**config.mk**
```make
export PLATFORM = sky130hd
export DESIGN_NAME = laplacian_stencil_row_generator
export DESIGN_NICKNAME = d
export VERILOG_FILES = /design/src/sv/lsr_pkg.sv /design/src/sv/lsr_front.sv /design/src/sv/lsr_queue.sv /design/src/sv/lsr_back.sv /design/src/sv/laplacian_stencil_row_generator.sv
export SDC_FILE = /design/constraint.sdc
export NUM_CORES = 2
export LEC_CHECK = 0
export ABC_AREA = 1
export BUFFER_PORTS_ARGS = -buffer_cell sky130_fd_sc_hd__buf_2
export CAP_MARGIN = 20
export CORE_ASPECT_RATIO = 0.7
export CORE_UTILIZATION = 40
export CTS_BUF_LIST = sky130_fd_sc_hd__clkbuf_8
export DETAILED_ROUTE_END_ITERATION = 16
export GPL_TIMING_DRIVEN = 0
export HOLD_SLACK_MARGIN = 0.15
export PLACE_DENSITY = 0.6
export SETUP_SLACK_MARGIN = 0.4
export SLEW_MARGIN = 20
export SYNTH_ARGS = -nofsm -noshare
export SYNTH_HDL_FRONTEND = slang
export SYNTH_SLANG_ARGS = --single-unit
```
**constraint.sdc**
```tcl
create_clock -name clk -period 8.1 [get_ports clk]
set_input_delay 0.81 -clock clk [delete_from_list [all_inputs] [get_ports clk]]
set_output_delay 0.81 -clock clk [all_outputs]
set_load 0.005 [all_outputs]
```
**src/sv/lsr_pkg.sv**
```systemverilog
`timescale 1ns / 1ps

package lsr_pkg;

	localparam int unsigned DIM_MAX_DEF = 1024;

	localparam int unsigned IN_W      = 30;
	localparam int unsigned IDX_W     = 31;
	localparam int unsigned VAL_W     = 6;
	localparam int unsigned CFG_W     = 11;
	localparam int unsigned PTS_W     = 5;
	localparam int unsigned CFG_IDX_W = 2;
	localparam int unsigned NOFF      = 26;
	localparam int unsigned NFACE     = 6;
	localparam int unsigned OFF_IW    = $clog2(NOFF);

	localparam logic [CFG_IDX_W-1:0] REG_SIZE_X = 2'd0;
	localparam logic [CFG_IDX_W-1:0] REG_SIZE_Y = 2'd1;
	localparam logic [CFG_IDX_W-1:0] REG_SIZE_Z = 2'd2;
	localparam logic [CFG_IDX_W-1:0] REG_POINTS = 2'd3;

	localparam logic [PTS_W-1:0] POINTS_RESET = 5'd7;
	localparam logic [PTS_W-1:0] SPLIT_3D     = 5'd7;
	localparam logic [PTS_W-1:0] SPLIT_2D     = 5'd5;
	localparam logic [PTS_W-1:0] DIAG_27      = 5'd26;
	localparam logic [PTS_W-1:0] DIAG_7       = 5'd6;
	localparam logic [PTS_W-1:0] DIAG_9       = 5'd8;
	localparam logic [PTS_W-1:0] DIAG_5       = 5'd4;

	localparam logic [VAL_W-1:0] VAL_OFF_DIAG = 6'h3F;

	localparam logic [1:0] OFF_Z = 2'b00;
	localparam logic [1:0] OFF_P = 2'b01;
	localparam logic [1:0] OFF_M = 2'b11;

	// Each entry is {dx, dy, dz}; the six face neighbors come first.
	localparam logic [5:0] OFFS [NOFF] = '{
		{OFF_Z, OFF_Z, OFF_M}, {OFF_Z, OFF_Z, OFF_P}, {OFF_Z, OFF_M, OFF_Z},
		{OFF_Z, OFF_P, OFF_Z}, {OFF_M, OFF_Z, OFF_Z}, {OFF_P, OFF_Z, OFF_Z},
		{OFF_M, OFF_M, OFF_M}, {OFF_Z, OFF_M, OFF_M}, {OFF_P, OFF_M, OFF_M},
		{OFF_M, OFF_Z, OFF_M}, {OFF_P, OFF_Z, OFF_M}, {OFF_M, OFF_P, OFF_M},
		{OFF_Z, OFF_P, OFF_M}, {OFF_P, OFF_P, OFF_M},
		{OFF_M, OFF_M, OFF_Z}, {OFF_P, OFF_M, OFF_Z}, {OFF_M, OFF_P, OFF_Z},
		{OFF_P, OFF_P, OFF_Z},
		{OFF_M, OFF_M, OFF_P}, {OFF_Z, OFF_M, OFF_P}, {OFF_P, OFF_M, OFF_P},
		{OFF_M, OFF_Z, OFF_P}, {OFF_P, OFF_Z, OFF_P}, {OFF_M, OFF_P, OFF_P},
		{OFF_Z, OFF_P, OFF_P}, {OFF_P, OFF_P, OFF_P}
	};

	typedef struct packed {
		logic                bad;
		logic [IN_W-1:0]     ii;
		logic [NOFF-1:0]     mask;
		logic [PTS_W-1:0]    diag;
	} entry_t;

	typedef struct packed {
		logic full;
		logic empty;
	} q_stat_t;

endpackage

```
**src/sv/lsr_front.sv**
```systemverilog
`timescale 1ns / 1ps

module lsr_front #(
	parameter int unsigned DIM_MAX = lsr_pkg::DIM_MAX_DEF
) (
	input  logic                             clk,
	input  logic                             arst_n,
	input  logic                             start,
	output logic                             busy,
	input  logic [lsr_pkg::IN_W-1:0]         row_index,
	input  logic [$clog2(DIM_MAX+1)-1:0]     nx,
	input  logic [$clog2(DIM_MAX+1)-1:0]     ny,
	input  logic [$clog2(DIM_MAX+1)-1:0]     nz,
	input  logic [2*$clog2(DIM_MAX+1)-1:0]   plane,
	input  logic [lsr_pkg::PTS_W-1:0]        req_points,
	input  lsr_pkg::q_stat_t                 q_stat,
	output logic                             push,
	output lsr_pkg::entry_t                  entry
);

	localparam int unsigned DW   = $clog2(DIM_MAX + 1);
	localparam int unsigned NW   = 3 * DW;
	localparam int unsigned RW   = (NW > lsr_pkg::IN_W) ? NW : lsr_pkg::IN_W;
	localparam int unsigned CNTW = $clog2(DW);

	localparam logic [2:0] F_IDLE = 3'd0;
	localparam logic [2:0] F_NMUL = 3'd1;
	localparam logic [2:0] F_CHK  = 3'd2;
	localparam logic [2:0] F_DIVZ = 3'd3;
	localparam logic [2:0] F_DIVY = 3'd4;
	localparam logic [2:0] F_PUSH = 3'd5;

	logic                        inbuf_v_q;
	logic [lsr_pkg::IN_W-1:0]    inbuf_q;
	logic [2:0]                  state_q;
	logic [lsr_pkg::IN_W-1:0]    ii_q;
	logic [NW-1:0]               n_q;
	logic [RW-1:0]               rem_q;
	logic [RW-1:0]               dv_q;
	logic [DW-1:0]               quo_q;
	logic [CNTW-1:0]             cnt_q;
	logic [DW-1:0]               iz_q;
	logic [DW-1:0]               iy_q;
	logic                        bad_q;

	logic                        accept;
	logic                        take;
	logic                        ge;
	logic [RW-1:0]               rem_nx;
	logic [DW-1:0]               quo_nx;
	logic                        x_lo, x_hi, y_lo, y_hi, z_lo, z_hi;
	logic                        wide;
	logic [lsr_pkg::PTS_W-1:0]   diag;
	logic [lsr_pkg::NOFF-1:0]    mask;
	logic [5:0]                  off;

	function automatic logic axis_ok(input logic [1:0] code, input logic lo, input logic hi);
		logic ok;
		ok = 1'b1;
		if (code == lsr_pkg::OFF_M) begin
			ok = lo;
		end else if (code == lsr_pkg::OFF_P) begin
			ok = hi;
		end
		return ok;
	endfunction

	assign accept = start && !inbuf_v_q;
	assign busy   = inbuf_v_q;
	assign take   = (state_q == F_IDLE) && inbuf_v_q;

	assign ge     = rem_q >= dv_q;
	assign rem_nx = ge ? (rem_q - dv_q) : rem_q;
	assign quo_nx = {quo_q[DW-2:0], ge};

	assign x_lo = rem_q != '0;
	assign x_hi = (rem_q + RW'(1)) < RW'(nx);
	assign y_lo = iy_q != '0;
	assign y_hi = ({1'b0, iy_q} + (DW+1)'(1)) < {1'b0, ny};
	assign z_lo = iz_q != '0;
	assign z_hi = ({1'b0, iz_q} + (DW+1)'(1)) < {1'b0, nz};

	always_comb begin
		if (nz != DW'(1)) begin
			wide = req_points > lsr_pkg::SPLIT_3D;
			diag = wide ? lsr_pkg::DIAG_27 : lsr_pkg::DIAG_7;
		end else begin
			wide = req_points > lsr_pkg::SPLIT_2D;
			diag = wide ? lsr_pkg::DIAG_9 : lsr_pkg::DIAG_5;
		end
	end

	always_comb begin
		for (int i = 0; i < lsr_pkg::NOFF; i++) begin
			off = lsr_pkg::OFFS[i];
			mask[i] = axis_ok(off[5:4], x_lo, x_hi) && axis_ok(off[3:2], y_lo, y_hi)
				&& axis_ok(off[1:0], z_lo, z_hi) && (i < lsr_pkg::NFACE || wide);
		end
	end

	assign push       = (state_q == F_PUSH) && !q_stat.full;
	assign entry.bad  = bad_q;
	assign entry.ii   = ii_q;
	assign entry.mask = bad_q ? '0 : mask;
	assign entry.diag = diag;

	always_ff @(posedge clk or negedge arst_n) begin
		if (!arst_n) begin
			inbuf_v_q <= 1'b0;
		end else if (accept) begin
			inbuf_v_q <= 1'b1;
		end else if (take) begin
			inbuf_v_q <= 1'b0;
		end
	end

	always_ff @(posedge clk) begin
		if (accept) begin
			inbuf_q <= row_index;
		end
	end

	always_ff @(posedge clk or negedge arst_n) begin
		if (!arst_n) begin
			state_q <= F_IDLE;
		end else begin
			case (state_q)
				F_IDLE: begin
					if (take) begin
						state_q <= F_NMUL;
					end
				end
				F_NMUL: begin
					state_q <= F_CHK;
				end
				F_CHK: begin
					state_q <= (RW'(ii_q) >= RW'(n_q)) ? F_PUSH : F_DIVZ;
				end
				F_DIVZ: begin
					if (cnt_q == '0) begin
						state_q <= F_DIVY;
					end
				end
				F_DIVY: begin
					if (cnt_q == '0) begin
						state_q <= F_PUSH;
					end
				end
				F_PUSH: begin
					if (push) begin
						state_q <= F_IDLE;
					end
				end
				default: begin
					state_q <= F_IDLE;
				end
			endcase
		end
	end

	always_ff @(posedge clk) begin
		case (state_q)
			F_IDLE: begin
				if (take) begin
					ii_q <= inbuf_q;
				end
			end
			F_NMUL: begin
				n_q <= plane * nz;
			end
			F_CHK: begin
				bad_q <= RW'(ii_q) >= RW'(n_q);
				rem_q <= RW'(ii_q);
				dv_q  <= RW'(plane) << (DW - 1);
				quo_q <= '0;
				cnt_q <= CNTW'(DW - 1);
			end
			F_DIVZ: begin
				rem_q <= rem_nx;
				if (cnt_q == '0) begin
					iz_q  <= quo_nx;
					quo_q <= '0;
					dv_q  <= RW'(nx) << (DW - 1);
					cnt_q <= CNTW'(DW - 1);
				end else begin
					quo_q <= quo_nx;
					dv_q  <= dv_q >> 1;
					cnt_q <= cnt_q - CNTW'(1);
				end
			end
			F_DIVY: begin
				rem_q <= rem_nx;
				quo_q <= quo_nx;
				dv_q  <= dv_q >> 1;
				if (cnt_q == '0) begin
					iy_q <= quo_nx;
				end else begin
					cnt_q <= cnt_q - CNTW'(1);
				end
			end
			default: begin
			end
		endcase
	end

	a_x_in_range: assert property (@(posedge clk) disable iff (!arst_n)
		(state_q == F_PUSH) && !bad_q |-> rem_q < RW'(nx))
		else $error("x coordinate out of range at push");

	a_yz_in_range: assert property (@(posedge clk) disable iff (!arst_n)
		(state_q == F_PUSH) && !bad_q |-> (iy_q < ny) && (iz_q < nz))
		else $error("y or z coordinate out of range at push");

endmodule

```
**src/sv/lsr_queue.sv**
```systemverilog
`timescale 1ns / 1ps

module lsr_queue (
	input  logic              clk,
	input  logic              arst_n,
	input  logic              push,
	input  lsr_pkg::entry_t   din,
	input  logic              pop,
	output lsr_pkg::entry_t   dout,
	output lsr_pkg::q_stat_t  stat
);

	lsr_pkg::entry_t mem_q [2];
	logic            wp_q;
	logic            rp_q;
	logic [1:0]      cnt_q;

	assign stat.full  = cnt_q == 2'd2;
	assign stat.empty = cnt_q == 2'd0;
	assign dout       = mem_q[rp_q];

	always_ff @(posedge clk) begin
		if (push) begin
			mem_q[wp_q] <= din;
		end
	end

	always_ff @(posedge clk or negedge arst_n) begin
		if (!arst_n) begin
			wp_q  <= 1'b0;
			rp_q  <= 1'b0;
			cnt_q <= 2'd0;
		end else begin
			if (push) begin
				wp_q <= ~wp_q;
			end
			if (pop) begin
				rp_q <= ~rp_q;
			end
			if (push && !pop) begin
				cnt_q <= cnt_q + 2'd1;
			end else if (pop && !push) begin
				cnt_q <= cnt_q - 2'd1;
			end
		end
	end

	a_no_overflow: assert property (@(posedge clk) disable iff (!arst_n)
		push |-> !stat.full)
		else $error("transfer into a full queue");

	a_no_underflow: assert property (@(posedge clk) disable iff (!arst_n)
		pop |-> !stat.empty)
		else $error("transfer out of an empty queue");

endmodule

```
**src/sv/lsr_back.sv**
```systemverilog
`timescale 1ns / 1ps

module lsr_back #(
	parameter int unsigned DIM_MAX = lsr_pkg::DIM_MAX_DEF
) (
	input  logic                                 clk,
	input  logic                                 arst_n,
	input  lsr_pkg::q_stat_t                     q_stat,
	input  lsr_pkg::entry_t                      head,
	output logic                                 pop,
	input  logic [$clog2(DIM_MAX+1)-1:0]         nx,
	input  logic [2*$clog2(DIM_MAX+1)-1:0]       plane,
	output logic                                 strobe,
	output logic [lsr_pkg::IDX_W-1:0]            row_out,
	output logic [lsr_pkg::IDX_W-1:0]            column_index,
	output logic signed [lsr_pkg::VAL_W-1:0]     entry_value,
	output logic                                 last_entry,
	output logic                                 bad_row
);

	localparam int unsigned DW = $clog2(DIM_MAX + 1);
	localparam int unsigned AW = 3 * DW + 1;

	logic                          act_q;
	lsr_pkg::entry_t               cur_q;
	logic [lsr_pkg::NOFF-1:0]      mask_q;
	logic                          strobe_q;
	logic [lsr_pkg::IDX_W-1:0]     row_q;
	logic [lsr_pkg::IDX_W-1:0]     col_q;
	logic [lsr_pkg::VAL_W-1:0]     val_q;
	logic                          last_q;
	logic                          bad_q;

	logic                          mask_any;
	logic                          done;
	logic                          load;
	logic [lsr_pkg::OFF_IW-1:0]    idx;
	logic [5:0]                    off;
	logic [AW-1:0]                 tx, ty, tz;
	logic [AW-1:0]                 col_nx;
	logic [lsr_pkg::IDX_W-1:0]     row_nx;

	assign mask_any = |mask_q;
	assign done     = act_q && (cur_q.bad || !mask_any);
	assign load     = (!act_q || done) && !q_stat.empty;
	assign pop      = load;

	always_comb begin
		idx = '0;
		for (int i = lsr_pkg::NOFF - 1; i >= 0; i--) begin
			if (mask_q[i]) begin
				idx = lsr_pkg::OFF_IW'(i);
			end
		end
	end

	assign off = lsr_pkg::OFFS[idx];

	always_comb begin
		case (off[5:4])
			lsr_pkg::OFF_M: tx = {AW{1'b1}};
			lsr_pkg::OFF_P: tx = AW'(1);
			default:        tx = '0;
		endcase
		case (off[3:2])
			lsr_pkg::OFF_M: ty = AW'(0) - AW'(nx);
			lsr_pkg::OFF_P: ty = AW'(nx);
			default:        ty = '0;
		endcase
		case (off[1:0])
			lsr_pkg::OFF_M: tz = AW'(0) - AW'(plane);
			lsr_pkg::OFF_P: tz = AW'(plane);
			default:        tz = '0;
		endcase
	end

	assign col_nx = AW'(cur_q.ii) + AW'(1) + tx + ty + tz;
	assign row_nx = lsr_pkg::IDX_W'(cur_q.ii) + lsr_pkg::IDX_W'(1);

	always_ff @(posedge clk or negedge arst_n) begin
		if (!arst_n) begin
			act_q    <= 1'b0;
			strobe_q <= 1'b0;
		end else begin
			strobe_q <= act_q;
			if (load) begin
				act_q <= 1'b1;
			end else if (done) begin
				act_q <= 1'b0;
			end
		end
	end

	always_ff @(posedge clk) begin
		if (load) begin
			cur_q  <= head;
			mask_q <= head.mask;
		end else if (act_q) begin
			mask_q <= mask_q & (mask_q - lsr_pkg::NOFF'(1));
		end
		if (act_q) begin
			if (cur_q.bad) begin
				row_q  <= '0;
				col_q  <= '0;
				val_q  <= '0;
				last_q <= 1'b0;
				bad_q  <= 1'b1;
			end else if (mask_any) begin
				row_q  <= row_nx;
				col_q  <= lsr_pkg::IDX_W'(col_nx);
				val_q  <= lsr_pkg::VAL_OFF_DIAG;
				last_q <= 1'b0;
				bad_q  <= 1'b0;
			end else begin
				row_q  <= row_nx;
				col_q  <= row_nx;
				val_q  <= lsr_pkg::VAL_W'(cur_q.diag);
				last_q <= 1'b1;
				bad_q  <= 1'b0;
			end
		end
	end

	assign strobe       = strobe_q;
	assign row_out      = row_q;
	assign column_index = col_q;
	assign entry_value  = $signed(val_q);
	assign last_entry   = last_q;
	assign bad_row      = bad_q;

	a_bad_alone: assert property (@(posedge clk) disable iff (!arst_n)
		strobe_q && bad_q |-> !last_q && (row_q == '0) && (col_q == '0))
		else $error("flagged row carries entry fields");

endmodule

```
**src/sv/laplacian_stencil_row_generator.sv**
```systemverilog
`timescale 1ns / 1ps

// Laplacian stencil row generator.
// Input: a row index is taken at a clock edge where start is high and busy
// is low. One row can wait in an input register while the previous one is
// still being decoded, so busy is only high while that register is full.
// The front decodes the index into x, y and z with a shared restoring divider
// (one quotient bit per cycle); a row outside the grid skips the division.
// Decoded rows wait in a two-entry queue for the back end, which emits one
// result per cycle on strobe while it holds a row: the in-range neighbors
// in stencil order, then the diagonal with last_entry high. A row index
// outside the grid gives one result with bad_row high. The front can decode
// the next row while the back end is still emitting results for the last.
// Results are shown for exactly one cycle; the receiver cannot stall.
// Configuration writes are always ready and must be done while idle.
// Reset returns the grid to 1x1x1 with a 7-point request and empties the block.

module laplacian_stencil_row_generator #(
	parameter int unsigned DIM_MAX = lsr_pkg::DIM_MAX_DEF
) (
	input  logic                                 clk,
	input  logic                                 arst_n,
	input  logic                                 start,
	output logic                                 busy,
	input  logic [lsr_pkg::IN_W-1:0]             row_index,
	output logic                                 strobe,
	output logic [lsr_pkg::IDX_W-1:0]            row_out,
	output logic [lsr_pkg::IDX_W-1:0]            column_index,
	output logic signed [lsr_pkg::VAL_W-1:0]     entry_value,
	output logic                                 last_entry,
	output logic                                 bad_row,
	input  logic                                 cfg_valid,
	output logic                                 cfg_ready,
	input  logic [lsr_pkg::CFG_IDX_W-1:0]        cfg_index,
	input  logic [lsr_pkg::CFG_W-1:0]            cfg_data
);

	localparam int unsigned DW = $clog2(DIM_MAX + 1);

	logic [DW-1:0]                nx_q, ny_q, nz_q;
	logic [lsr_pkg::PTS_W-1:0]    req_q;
	logic [2*DW-1:0]              plane_q;
	logic [DW-1:0]                eff;
	logic                         cfg_wr;

	lsr_pkg::q_stat_t             q_stat;
	lsr_pkg::entry_t              push_entry;
	lsr_pkg::entry_t              head;
	logic                         push;
	logic                         pop;

	assign cfg_ready = 1'b1;
	assign cfg_wr    = cfg_valid && cfg_ready;

	always_comb begin
		if (cfg_data == '0) begin
			eff = DW'(1);
		end else if (32'(cfg_data) > 32'(DIM_MAX)) begin
			eff = DW'(DIM_MAX);
		end else begin
			eff = DW'(cfg_data);
		end
	end

	always_ff @(posedge clk or negedge arst_n) begin
		if (!arst_n) begin
			nx_q    <= DW'(1);
			ny_q    <= DW'(1);
			nz_q    <= DW'(1);
			req_q   <= lsr_pkg::POINTS_RESET;
			plane_q <= (2*DW)'(1);
		end else begin
			plane_q <= nx_q * ny_q;
			if (cfg_wr) begin
				case (cfg_index)
					lsr_pkg::REG_SIZE_X: nx_q  <= eff;
					lsr_pkg::REG_SIZE_Y: ny_q  <= eff;
					lsr_pkg::REG_SIZE_Z: nz_q  <= eff;
					lsr_pkg::REG_POINTS: req_q <= cfg_data[lsr_pkg::PTS_W-1:0];
					default: begin
					end
				endcase
			end
		end
	end

	lsr_front #(
		.DIM_MAX (DIM_MAX)
	) u_front (
		.clk        (clk),
		.arst_n     (arst_n),
		.start      (start),
		.busy       (busy),
		.row_index  (row_index),
		.nx         (nx_q),
		.ny         (ny_q),
		.nz         (nz_q),
		.plane      (plane_q),
		.req_points (req_q),
		.q_stat     (q_stat),
		.push       (push),
		.entry      (push_entry)
	);

	lsr_queue u_queue (
		.clk    (clk),
		.arst_n (arst_n),
		.push   (push),
		.din    (push_entry),
		.pop    (pop),
		.dout   (head),
		.stat   (q_stat)
	);

	lsr_back #(
		.DIM_MAX (DIM_MAX)
	) u_back (
		.clk          (clk),
		.arst_n       (arst_n),
		.q_stat       (q_stat),
		.head         (head),
		.pop          (pop),
		.nx           (nx_q),
		.plane        (plane_q),
		.strobe       (strobe),
		.row_out      (row_out),
		.column_index (column_index),
		.entry_value  (entry_value),
		.last_entry   (last_entry),
		.bad_row      (bad_row)
	);

endmodule

```
==> flow_summary.html <==
<table>
<tr><th>Metric</th><th>Value</th></tr>
<tr><th colspan="2">Global route</th></tr>
<tr><td>Maximum number of pins on one net before global-route repair</td><td>between 50 and 60</td></tr>
<tr><td>Number of global-route vias before repair</td><td>approximately 29k</td></tr>
<tr><td>Number of antenna violations at the first check in global routing</td><td>3</td></tr>
<tr><td>Aggregate global routing overflow</td><td>0</td></tr>
<tr><td>First-pass GRT wire length</td><td>about 180 mm</td></tr>
<tr><td>Total GRT Usage</td><td>23.7%</td></tr>
<tr><th colspan="2">Critical path</th></tr>
<tr><td>CP peak stage delay</td><td>roughly 0.5 ns</td></tr>
<tr><td>Slowest cell on crit path</td><td>sky130_fd_sc_hd__fa_1</td></tr>
<tr><td>Maximum fanout encountered on the critical timing path</td><td>7</td></tr>
<tr><td>Number of buffers and inverters on the critical path</td><td>5</td></tr>
<tr><td>Critical register-to-register path startpoint</td><td>u_back.mask_q[25]</td></tr>
<tr><td>Worst endpoint data arrival time</td><td>7.43 ns</td></tr>
<tr><td>CP delay by family, top</td><td>simple AND/OR/NAND/NOR gates</td></tr>
<tr><td>Worst setup path startpoint</td><td>u_back.mask_q[25]</td></tr>
<tr><td>FF-to-FF setup slack</td><td>approximately 1.2 ns</td></tr>
<tr><td>Nature of the critical path endpoint</td><td>flop</td></tr>
<tr><td>Path type of the worst setup path</td><td>flop to flop</td></tr>
<tr><td>Most numerous cell on the critical path</td><td>sky130_fd_sc_hd__nand2_1</td></tr>
<tr><td>Required time worst endpoint</td><td>8.59 ns</td></tr>
<tr><td>Critical Path Source Type</td><td>flop</td></tr>
<tr><th colspan="2">Synth</th></tr>
<tr><td>Most used flip-flop cell after synthesis</td><td>sky130_fd_sc_hd__edfxtp_1</td></tr>
<tr><td>Synthesized netlist net count</td><td>roughly 4.9k</td></tr>
<tr><td>Simple-gate share of the synthesized area</td><td>16.3%</td></tr>
<tr><td>Main combinational cell family by area after synthesis</td><td>adder cells</td></tr>
<tr><td>Post-synthesis sequential area ratio</td><td>between 30% and 40%</td></tr>
<tr><td>Fraction of the mapped netlist area in compound gates</td><td>between 8 and 9%</td></tr>
<tr><td>Synth Area in Adders</td><td>about 25%</td></tr>
<tr><td>Number of synthesized flops with an enable pin</td><td>approximately 450</td></tr>
<tr><td>Post-synth design cell area</td><td>0.0393 mm^2</td></tr>
<tr><td>Number of synthesized register bits</td><td>roughly 520</td></tr>
<tr><td>Mux share of post-synthesis cell area</td><td>less than 1%</td></tr>
<tr><td>Largest cells by area after synthesis</td><td>sky130_fd_sc_hd__edfxtp_1, sky130_fd_sc_hd__fa_1, sky130_fd_sc_hd__nand2_1, sky130_fd_sc_hd__ha_1, sky130_fd_sc_hd__inv_1</td></tr>
<tr><td>Yosys warning total</td><td>0</td></tr>
<tr><td>Largest area contributor in the netlist</td><td>sky130_fd_sc_hd__edfxtp_1</td></tr>
<tr><td>FFs w/ async S/R, synth</td><td>13.4%</td></tr>
<tr><td>Avg Cell Area, Syn</td><td>approximately 9.1 um^2</td></tr>
<tr><td>Xor-xnor portion of the synthesized cell area</td><td>roughly 2.9%</td></tr>
<tr><td>Share of Yosys cell area claimed by the top area cell type</td><td>about a third</td></tr>
<tr><td>Post-synth cell types</td><td>70</td></tr>
<tr><td>Count of mapped cells out of synthesis</td><td>4,309</td></tr>
<tr><th colspan="2">Die</th></tr>
<tr><td>Placement row count</td><td>95</td></tr>
<tr><td>Die Y-Extent</td><td>around 260 um</td></tr>
<tr><td>Starting density of the core</td><td>40.7%</td></tr>
<tr><td>Die ar.</td><td>around 0.1 mm^2</td></tr>
<tr><td>Placeable core area</td><td>just under 0.1 mm^2</td></tr>
<tr><td>Width of the die</td><td>between 300 and 400 um</td></tr>
<tr><td>I/O pin total</td><td>between 100 and 150</td></tr>
<tr><th colspan="2">CTS</th></tr>
<tr><td>Buffer depth of the longest clock path</td><td>3</td></tr>
<tr><td>Clock input transition at the sequential cells of the worst setup and hold paths</td><td>roughly 0.070 ns</td></tr>
<tr><td>Num CTS Buffers</td><td>82</td></tr>
<tr><td>Sinks on the clock net</td><td>roughly 520</td></tr>
<tr><td>Cell chosen for the clock root</td><td>sky130_fd_sc_hd__clkbuf_8</td></tr>
<tr><td>Worst-Skew Late Latency</td><td>slightly below 0.8 ns</td></tr>
<tr><td>CTS tree</td><td>yes</td></tr>
<tr><td>Clock H-tree levels</td><td>3</td></tr>
<tr><th colspan="2">Drt</th></tr>
<tr><td>Post-detailed-route via-to-cell ratio</td><td>between 5 and 6</td></tr>
<tr><td>DRT Wirelength</td><td>~120 mm</td></tr>
<tr><td>Pre-antenna DRT Iters</td><td>5</td></tr>
<tr><td>DR vias</td><td>~30k</td></tr>
<tr><td>DR DRC count</td><td>0</td></tr>
<tr><td>First DRT Iteration DRCs</td><td>~2.8k</td></tr>
<tr><td>Routed wire length per instance</td><td>between 15 and 20 um</td></tr>
<tr><td>Detail Route Antenna Nets</td><td>0</td></tr>
<tr><th colspan="2">Placed design</th></tr>
<tr><td>Routability Congestion</td><td>0.959</td></tr>
<tr><td>Cells after DPL</td><td>approximately 5.7k</td></tr>
<tr><td>Detailed placer's ending HPWL</td><td>92.5 mm</td></tr>
<tr><td>Dpl ws</td><td>between 0.8 and 0.9 ns</td></tr>
<tr><td>Port Buffer Count</td><td>approximately 120</td></tr>
<tr><th colspan="2">STA</th></tr>
<tr><td>Minimum clock period</td><td>about 7 ns</td></tr>
<tr><td>Worst slew slack as a fraction of its limit</td><td>28.3%</td></tr>
<tr><td>Number of slew-limit violations in the final report</td><td>0</td></tr>
<tr><td>Largest clock skew in the final design</td><td>around 0.064 ns</td></tr>
<tr><td>Number of hold-slack violations in the final timing report</td><td>0</td></tr>
<tr><td>Final worst-path setup slack</td><td>1.16 ns</td></tr>
<tr><td>Total negative slack for setup checks</td><td>0 ns</td></tr>
<tr><td>Period utilization</td><td>85.6%</td></tr>
<tr><td>Setup repair after global routing missed its margin</td><td>false</td></tr>
<tr><td>Final Setup Violations</td><td>0</td></tr>
<tr><td>F_max</td><td>~140 MHz</td></tr>
<tr><td>Worst Max-Slew Pin Slew</td><td>approximately 1.1 ns</td></tr>
<tr><th colspan="2">Final layout</th></tr>
<tr><td>Number of non-filler instances in the completed layout</td><td>about 6k</td></tr>
<tr><td>Nets</td><td>between 5k and 6k</td></tr>
<tr><td>Synth-to-layout area growth</td><td>10.7%</td></tr>
<tr><td>End-of-flow core utilization</td><td>between 40% and 50%</td></tr>
<tr><td>Fraction of layout cells with a size suffix above 1</td><td>7.69%</td></tr>
<tr><th colspan="2">Min path</th></tr>
<tr><td>Hold Startpoint</td><td>row_index[14]</td></tr>
<tr><td>Path category of the worst min-delay check</td><td>input port to flop</td></tr>
<tr><th colspan="2">Outcome</th></tr>
<tr><td>Run status</td><td>completed</td></tr>
<tr><th colspan="2">Job</th></tr>
<tr><td>Max capacitance violation total</td><td>0</td></tr>
</table>
-- flip-flops by register name (all words and copies together), names as in the netlist, 5 cells and up --
name	cells
u_front.ii_q	30
u_front.dv_q	32
u_front.inbuf_q	30
u_front.quo_q	10
u_back.column_index	31
u_front.n_q	33
u_front.rem_q	33
nx_q	11
plane_q	22
u_back.cur_q	35
nz_q	11
u_back.row_out	31
u_front.iy_q	11
u_front.iz_q	11
ny_q	11
u_back.mask_q	26
u_queue.mem_q	122
u_back.entry_value	5
-- synth_stat cells (6+ instances only) --
cell,n
sky130_fd_sc_hd__o21ai_1,11
sky130_fd_sc_hd__o211ai_1,25
sky130_fd_sc_hd__xnor2_1,46
sky130_fd_sc_hd__edfxtp_1,447
sky130_fd_sc_hd__a22oi_1,7
sky130_fd_sc_hd__fa_1,313
sky130_fd_sc_hd__a31oi_1,15
sky130_fd_sc_hd__o22ai_1,28
sky130_fd_sc_hd__nand4_1,40
sky130_fd_sc_hd__xor2_1,86
sky130_fd_sc_hd__o31ai_1,21
sky130_fd_sc_hd__dfstp_2,6
sky130_fd_sc_hd__clkbuf_1,110
sky130_fd_sc_hd__inv_1,872
sky130_fd_sc_hd__nor4_1,23
sky130_fd_sc_hd__nand3_1,110
sky130_fd_sc_hd__nor3_1,53
sky130_fd_sc_hd__nand2_1,924
sky130_fd_sc_hd__a211oi_1,6
sky130_fd_sc_hd__ha_1,271
sky130_fd_sc_hd__nor2_1,297
sky130_fd_sc_hd__o221ai_1,11
sky130_fd_sc_hd__a21o_1,10
sky130_fd_sc_hd__o21a_1,10
sky130_fd_sc_hd__dfrtp_1,63
sky130_fd_sc_hd__o21ai_0,156
sky130_fd_sc_hd__buf_1,6
sky130_fd_sc_hd__a21oi_1,214
sky130_fd_sc_hd__nand3_2,7
sky130_fd_sc_hd__or2_2,37
-- final timing paths --
kind                                      endpoint  cells after the start
max                        u_back.column_index[24]                     51
min                            u_front.inbuf_q[14]                      1
max reg2reg                u_back.column_index[24]                     51
min reg2reg                        u_front.ii_q[8]                      0
max in group asynchronous               plane_q[0]                      3
min in group asynchronous                  nz_q[4]                      2
-- worst reg2reg max path, delay by kind of cell, from the launching register on --
family          cells  cell delay [ns]
fa+ha+maj           4             1.38
simple gates       30             2.28
compound gates     12             2.13
flops               1             0.44
buf+inv             5             0.42
-- logic make-up after synthesis --
| group | count (synthesis) |
|---|---|
| buf+inv | 1002 |
| other cells | 1 |
| simple gates | 1523 |
| xor+xnor | 132 |
| mux | 3 |
| flops | 516 |
| fa+ha+maj | 584 |
| compound gates | 548 |
-- cells in the final DEF (no fill, tap or decap), types with 10 or more instances in the layout --
| cell | count |
|---|---|
| sky130_fd_sc_hd__a21o_1 | 10 |
| sky130_fd_sc_hd__a21oi_1 | 211 |
| sky130_fd_sc_hd__a31oi_1 | 15 |
| sky130_fd_sc_hd__buf_2 | 124 |
| sky130_fd_sc_hd__clkbuf_1 | 108 |
| sky130_fd_sc_hd__clkbuf_8 | 88 |
| sky130_fd_sc_hd__clkinv_1 | 12 |
| sky130_fd_sc_hd__dfrtp_1 | 62 |
| sky130_fd_sc_hd__edfxtp_1 | 447 |
| sky130_fd_sc_hd__fa_1 | 313 |
| sky130_fd_sc_hd__ha_1 | 271 |
| sky130_fd_sc_hd__inv_1 | 897 |
| sky130_fd_sc_hd__nand2_1 | 921 |
| sky130_fd_sc_hd__nand3_1 | 109 |
| sky130_fd_sc_hd__nand4_1 | 40 |
| sky130_fd_sc_hd__nor2_1 | 291 |
| sky130_fd_sc_hd__nor3_1 | 53 |
| sky130_fd_sc_hd__nor4_1 | 22 |
| sky130_fd_sc_hd__o211ai_1 | 25 |
| sky130_fd_sc_hd__o21a_1 | 10 |
| sky130_fd_sc_hd__o21ai_0 | 153 |
| sky130_fd_sc_hd__o21ai_1 | 12 |
| sky130_fd_sc_hd__o221ai_1 | 11 |
| sky130_fd_sc_hd__o22ai_1 | 28 |
| sky130_fd_sc_hd__o31ai_1 | 21 |
| sky130_fd_sc_hd__or2_2 | 37 |
| sky130_fd_sc_hd__xnor2_1 | 46 |
| sky130_fd_sc_hd__xor2_1 | 86 |
-- area by class of cell --
cell class / instances / area (um^2)
clock buffers: 88 / 1210
diodes: 6 / 15.0
well taps: 1309 / 1640
clock inverters: 58 / 415
inverters: 879 / 3300
repair buffers: 133 / 865
flip-flops and latches: 516 / 15200
multi-input cells: 2791 / 20500
fillers: 9452 / 53200
plain buffers: 123 / 480
-- stage by stage --
step | instance area (um^2) | hold WS, ns
after CTS | 43500 | 0.160
after floorplan | 39300 | 0.400
final | 43600 | 0.236
after global placement | 41600 | 0.401
after detailed placement | 41900 | 0.405
after global routing | 43600 | 0.180
-- what timing repair did --
item	4_1_cts	5_1_grt
hold buffers	1	0
hold endpoints to repair	25	0
setup buffers	0	2
endpoints found under the setup margin	0	10
resized for setup	0	11
-- routing by layer --
layer,vias up,wire length (um),GRT usage (%),share of wire (%)
li1,14300,-,-,-
met1,14400,56700,36.9,49
met2,1056,44300,31.4,38
met3,115,12600,7.80,11
met4,0,2100,5.16,1.8
met5,-,0,0,0
Power is not shown: default switching activity piles up to over one toggle a cycle in this logic, so the estimate is an artifact.
